$ cat src/sv/svm_pkg.sv
// ----------------------------------------------------------------------------
// svm_pkg
// Shared widths, opcode names and controller/datapath handshake types for
// the stack machine step engine.
// ----------------------------------------------------------------------------
package svm_pkg;

	localparam int DATA_DEPTH = 1024;
	localparam int CALL_DEPTH = 256;
	localparam int DATA_WIDTH = 32;

	localparam int PC_W   = 26;
	localparam int OPND_W = 26;
	localparam int KIND_W = 4;
	localparam int TOP_W  = 32;
	localparam int DA_W   = $clog2(DATA_DEPTH);
	localparam int DC_W   = $clog2(DATA_DEPTH + 1);
	localparam int FA_W   = $clog2(CALL_DEPTH);
	localparam int FC_W   = $clog2(CALL_DEPTH + 1);
	localparam int SLOT_W = ((DC_W > OPND_W) ? DC_W : OPND_W) + 1;
	localparam int IDX_W  = ((SLOT_W > DATA_WIDTH) ? SLOT_W : DATA_WIDTH) + 2;
	localparam int FR_W   = PC_W + DC_W;

	localparam logic [KIND_W-1:0] K_SET    = 4'd0;
	localparam logic [KIND_W-1:0] K_LESS   = 4'd1;
	localparam logic [KIND_W-1:0] K_ADD    = 4'd2;
	localparam logic [KIND_W-1:0] K_SUB    = 4'd3;
	localparam logic [KIND_W-1:0] K_BORROW = 4'd4;
	localparam logic [KIND_W-1:0] K_CALL   = 4'd5;
	localparam logic [KIND_W-1:0] K_PUSH   = 4'd6;
	localparam logic [KIND_W-1:0] K_LOAD   = 4'd7;
	localparam logic [KIND_W-1:0] K_BASED  = 4'd8;
	localparam logic [KIND_W-1:0] K_CLR    = 4'd9;
	localparam logic [KIND_W-1:0] K_JIF    = 4'd10;
	localparam logic [KIND_W-1:0] K_GIF    = 4'd11;
	localparam logic [KIND_W-1:0] K_RET    = 4'd12;

	typedef struct packed {
		logic load;
		logic check;
		logic commit;
		logic refresh;
		logic latch;
		logic emit;
	} svm_cmd_t;

	typedef struct packed {
		logic fault;
		logic skip;
		logic pre;
		logic post;
	} svm_stat_t;

	function automatic logic [TOP_W-1:0] top_word(input logic [DATA_WIDTH-1:0] v);
		logic signed [DATA_WIDTH-1:0] s;
		s = $signed(v);
		return TOP_W'(s);
	endfunction

endpackage

$ cat src/sv/svm_ctrl.sv
// ----------------------------------------------------------------------------
// svm_ctrl
// Step sequencer: check, optional stack read, commit, optional top refresh,
// then result strobe.
// ----------------------------------------------------------------------------
module svm_ctrl import svm_pkg::*; (
	input  logic      clk,
	input  logic      arst_n,
	input  logic      start,
	input  svm_stat_t stat,
	output svm_cmd_t  cmd,
	output logic      busy,
	output logic      done
);

	localparam logic [2:0] S_IDLE   = 3'd0;
	localparam logic [2:0] S_CHECK  = 3'd1;
	localparam logic [2:0] S_RD     = 3'd2;
	localparam logic [2:0] S_COMMIT = 3'd3;
	localparam logic [2:0] S_REF    = 3'd4;
	localparam logic [2:0] S_LATCH  = 3'd5;
	localparam logic [2:0] S_DONE   = 3'd6;

	logic [2:0] state_q;
	logic [2:0] state_d;
	logic       post_q;
	logic       done_q;

	always_comb begin
		state_d = state_q;
		unique case (state_q)
			S_IDLE: begin
				if (start) state_d = S_CHECK;
			end
			S_CHECK: begin
				priority if (stat.fault || stat.skip) state_d = S_DONE;
				else if (stat.pre) state_d = S_RD;
				else state_d = S_COMMIT;
			end
			S_RD:     state_d = S_COMMIT;
			S_COMMIT: state_d = post_q ? S_REF : S_DONE;
			S_REF:    state_d = S_LATCH;
			S_LATCH:  state_d = S_DONE;
			S_DONE:   state_d = S_IDLE;
			default:  state_d = S_IDLE;
		endcase
	end

	always_ff @(posedge clk or negedge arst_n) begin
		if (!arst_n) begin
			state_q <= S_IDLE;
			post_q  <= 1'b0;
			done_q  <= 1'b0;
		end else begin
			state_q <= state_d;
			done_q  <= (state_q == S_DONE);
			if (state_q == S_CHECK) post_q <= stat.post;
		end
	end

	assign busy        = (state_q != S_IDLE);
	assign done        = done_q;
	assign cmd.load    = (state_q == S_IDLE) && start;
	assign cmd.check   = (state_q == S_CHECK);
	assign cmd.commit  = (state_q == S_COMMIT);
	assign cmd.refresh = (state_q == S_REF);
	assign cmd.latch   = (state_q == S_LATCH);
	assign cmd.emit    = (state_q == S_DONE);

endmodule

$ cat config.mk
export PLATFORM = sky130hd
export DESIGN_NAME = svm_ctrl
export DESIGN_NICKNAME = d
export VERILOG_FILES = /design/src/sv/svm_pkg.sv /design/src/sv/svm_ctrl.sv
export SDC_FILE = /design/constraint.sdc
export NUM_CORES = 1
export LEC_CHECK = 0
export BUFFER_PORTS_ARGS = -buffer_cell sky130_fd_sc_hd__buf_4
export CORE_AREA = 2 2 39 41
export DETAILED_ROUTE_END_ITERATION = 16
export DIE_AREA = 0 0 41 43
export PLACE_DENSITY_LB_ADDON = 0.1
export SETUP_SLACK_MARGIN = 0.02
export SYNTH_ARGS = -nofsm -noshare
export SYNTH_HDL_FRONTEND = slang
export SYNTH_SLANG_ARGS = --single-unit
$ cat constraint.sdc
create_clock -name clk -period 1.4 [get_ports clk]
set_input_delay 0 -clock clk [delete_from_list [all_inputs] [get_ports clk]]
set_output_delay 0 -clock clk [all_outputs]
set_load 0.01 [all_outputs]
After elaboration in Yosys (flattened, before gate mapping)
Cells that the tools add are included.
Word-level totals
  output and inout port bits: 8
  logic and storage cells: 19
  input port bits: 7
  flip-flop bits (word level): 5
Operators by class
  mux-type cells: 5
  eq/ne operators: 7
  reduce and logical (&&, ||, !) cells: 4
Operator list (count)
  3-bit one-hot mux with 6 select lines: 1
  3-bit == test (second input constant): 3
  3-bit by 2-bit == test with 1-bit output (second input constant): 2
  3-bit 2-to-1 mux: 2
  3-bit by 1-bit == test with 1-bit output (second input constant): 1
  3-bit logical NOT: 1
  3-bit nonzero test: 1
  2-bit 2-to-1 mux: 1
  2-bit != test (second input constant): 1
  1-bit logical AND: 1
  1-bit logical OR: 1
  1-bit 2-to-1 mux: 1

Depth between registers and ports, before layout
  depth after elaboration: 3
  gate-level depth with buffers: 4
  mapped depth without buffers: 3

Worst setup path after synthesis
No wires, ideal clock.
  path type: reg2reg
  from: register state_q[2]
  to: register post_q
  period minus slack after synthesis: 1191 ps
  library setup time: 125 ps
  required time: 1275 ps
  buffers on the path: 0
  data arrival time: 1066 ps
  path slack: 209 ps
  cell stages (with the launch flop): 4
  cells stage by stage: dfrtp_1 > nand2b_2 > nor2_4 > mux2_4
RTL lines
  start: declaration: RTL line svm_ctrl.sv:24  | logic [2:0] state_q;
  start signal: assignment: RTL line svm_ctrl.sv:55  | state_q <= state_d;
  end signal: assignment: RTL line svm_ctrl.sv:57  | if (state_q == S_CHECK) post_q <= stat.post;
  end: declaration: RTL line svm_ctrl.sv:26  | logic post_q;

==> run_results.csv <==
group,metric,value,unit
floorplanning,initial_core_util,18.9,%
floorplanning,die_h,43,µm
layout,nets,55,
sta,fin_ws,0.0888,ns
sta,clock_skew,0.00177,ns
route,wl_met2,280,µm
synth,ys_types,16,
sta,rsz0062_at_grt,"false",
placement,io_buffers,14,
worst_setup_path,arrival,1.31,ns
global_routing,track_usage,9.09,%
clock_network,cts_tree,"built",
route,dr_total_vias,255,
layout,design_area,443,µm²
run,maxCapViolations,0,
sta,min_period,1.31,ns
synth,synth_seq_cells,5,
route,drt-initial-drc-count,1,
clock_network,cts_buffer_depth,2,
worst_setup_path,end_kind,"output port",
synth,syn_nets,34,
worst_hold_path,hold_path.class,"in2reg",
layout,antenna_cells,0,
pwr,powerDensity,2150,mW/mm²
sta,setup_viol_count_final,0,
pwr,ir_drop,872,µV
clock_network,clkTransAtPathRegs,0.04,ns
floorplanning,rows,14,
route,vias_per_cell,4.05,
sta,max-slew-margin-rel,84.3,%
run_status,status,"complete, no violations",
global_routing,antenna_found_initial,0,
sta,setup_tns,0,ns
sta,max_clock_freq,0.763,GHz
placement,place_ws,0.264,ns
layout,drive_above_1_share,55.3,%
global_routing,grt_pass1_wl,966,µm
global_routing,grt_pass1_vias,241,
pwr,power_frac_comb,50.3,%
placement,hpwl,466,µm
route,routed_wl,615,µm
clock_network,htreeDepth,1,
synth,syn_avg_cell_area,9.69,µm²
global_routing,overflow,0,
route,wire_per_inst,9.76,µm
clock_network,clkLatencyLatePin,0.24,ns
sta,finalCritPeriodShare,93.7,%
pwr,pwr-share-clk,17.4,%
pwr,p_leak,0.000220,µW
sta,hold_viol,0,
sta,drv_slew,0,
synth,synth-seq-area-share,47.8,%
worst_setup_path,cp-start-kind,"flop",
synth,syn-instance-count,27,
sta,worstMarginPinSlew,0.235,ns
layout,syn_to_final_growth,69.4,%
worst_setup_path,worstSetupPathType,"reg2out",
worst_setup_path,crit_path_max_fanout,8,
clock_network,cts_root_buf,"clkbuf_4",
placement,place.gp.congestion,0.712,
pwr,cell_internal_pwr,602,µW
route,drt_first_pass_iters,2,
floorplanning,die_w,41,µm
route,dr_wl_met3,57,µm
clock_network,clock_sinks,5,
floorplanning,io_pins,15,
floorplanning,coreArea,0.00138,mm²
global_routing,grt_start_max_net_pins,9,
floorplanning,die_area,0.00176,mm²
clock_network,cts_buffers,3,
synth,netlist_area,262,µm²
synth,synth_warnings,0,
route,top_layer,"met3",
route,antenna_left,0,
pwr,seqPwrFrac,32.3,%
route,wl_met1,277,µm
pwr,netSwitchingPower,352,µW
pwr,p_sw_share,36.9,%
placement,dpl_cell_area,387,µm²
route,drc,0,
worst_setup_path,required,1.40,ns
[layout make-up]
| cell class | count | area, µm² |
|---|---|---|
| fillers | 152 | 941 |
| clock buffers | 4 | 26.3 |
| inverters | 2 | 7.51 |
| flip-flops and latches | 5 | 128 |
| multi-input cells | 19 | 129 |
| well taps | 16 | 20.0 |
| repair buffers | 17 | 133 |
[metal layers]
metal  global-route usage, %  vias to the layer above
li1                        -                      130
met1                    10.8                      115
met2                    10.3                       10
met3                    6.28                        0
met4                    8.00                        0
met5                       0                        -
[what timing repair did]
item | 4_1_cts | 5_1_grt
endpoints found under the hold margin | 6 | 0
pin swaps | 1 | 0
resized for setup | 2 | 2
cloned | 0 | 0
setup buffers | 0 | 1
setup endpoints to repair | 1 | 1
hold buffers | 2 | 0
[Yosys cell counts (all sizes together)]
cell / count / area, µm²
dfrtp: 5 / 125
a211oi: 1 / 7.51
buf: 1 / 7.51
nor3: 3 / 15.0
and3: 1 / 6.26
nand2b: 1 / 8.76
nor2: 5 / 26.3
o21ai: 1 / 5.00
mux2: 2 / 26.3
inv: 2 / 7.51
nand2: 2 / 7.51
or3: 1 / 6.26
a21o: 1 / 7.51
a21oi: 1 / 5.00
[kinds of logic after synthesis]
family / synth area share [%]
buf+inv: 5.74
mux: 10.0
flops: 47.8
compound gates: 9.57
simple gates: 26.8
[power groups by stage]
| stage | clock (µW) | sequential (µW) | combinational [µW] |
|---|---|---|---|
| 2_1_floorplan | 0 | 275 | 299 |
| 3_3_place_gp | 0 | 305 | 457 |
| 3_5_place_dp | 0 | 301 | 462 |
| 5_1_grt | 195 | 321 | 531 |
| 6_report | 165 | 308 | 480 |
| 4_1_cts | 174 | 321 | 447 |
[placed cells by master (no fill, tap or decap), types with 2 or more instances in the layout]
cell and n:
nor3_1 3, nand2_1 2, dlygate4sd3_1 2, inv_1 2, clkbuf_4 3, nor2_1 3, buf_4 15, dfrtp_1 3
dfrtp_2 2
[critical path, stage by stage, from the launching register on]
cell and delay, ns:
dfrtp_2 0.44, or3_4 0.40, nor2_2 0.11, buf_4 0.12
[metrics by stage]
stage / std cells / utilization (%) / hold WS [ns] / power, µW
2_1_floorplan: 27 / - / -0.296 / 573
3_3_place_gp: 57 / 27.9 / -0.194 / 762
3_5_place_dp: 57 / 27.9 / -0.193 / 763
4_1_cts: 62 / 31.3 / 0.0592 / 942
5_1_grt: 63 / 32.0 / 0.0568 / 1050
6_report: 63 / 32.0 / 0.0578 / 954
[worst paths after layout]
check / cells past startpoint / slack (ns) / from / endpoint
max in group asynchronous: 2 / 1.18 / arst_n / state_q[2]$_DFFE_PN0P_
worst max-delay path: 3 / 0.09 / state_q[2]$_DFFE_PN0P_ / cmd[5]
worst min register to register: 1 / 0.53 / post_q$_DFFE_PN0P_ / post_q$_DFFE_PN0P_
worst min-delay path: 3 / 0.06 / stat[3] / state_q[2]$_DFFE_PN0P_
worst max register to register: 3 / 0.18 / state_q[2]$_DFFE_PN0P_ / post_q$_DFFE_PN0P_
min in group asynchronous: 2 / 0.10 / arst_n / done$_DFF_PN0_
[flip-flops by register name, indices dropped and copies added, names as in the netlist]
name,flops
done,1
post_q,1
state_q,3
Note: power is estimated with default switching activity, not from simulation.
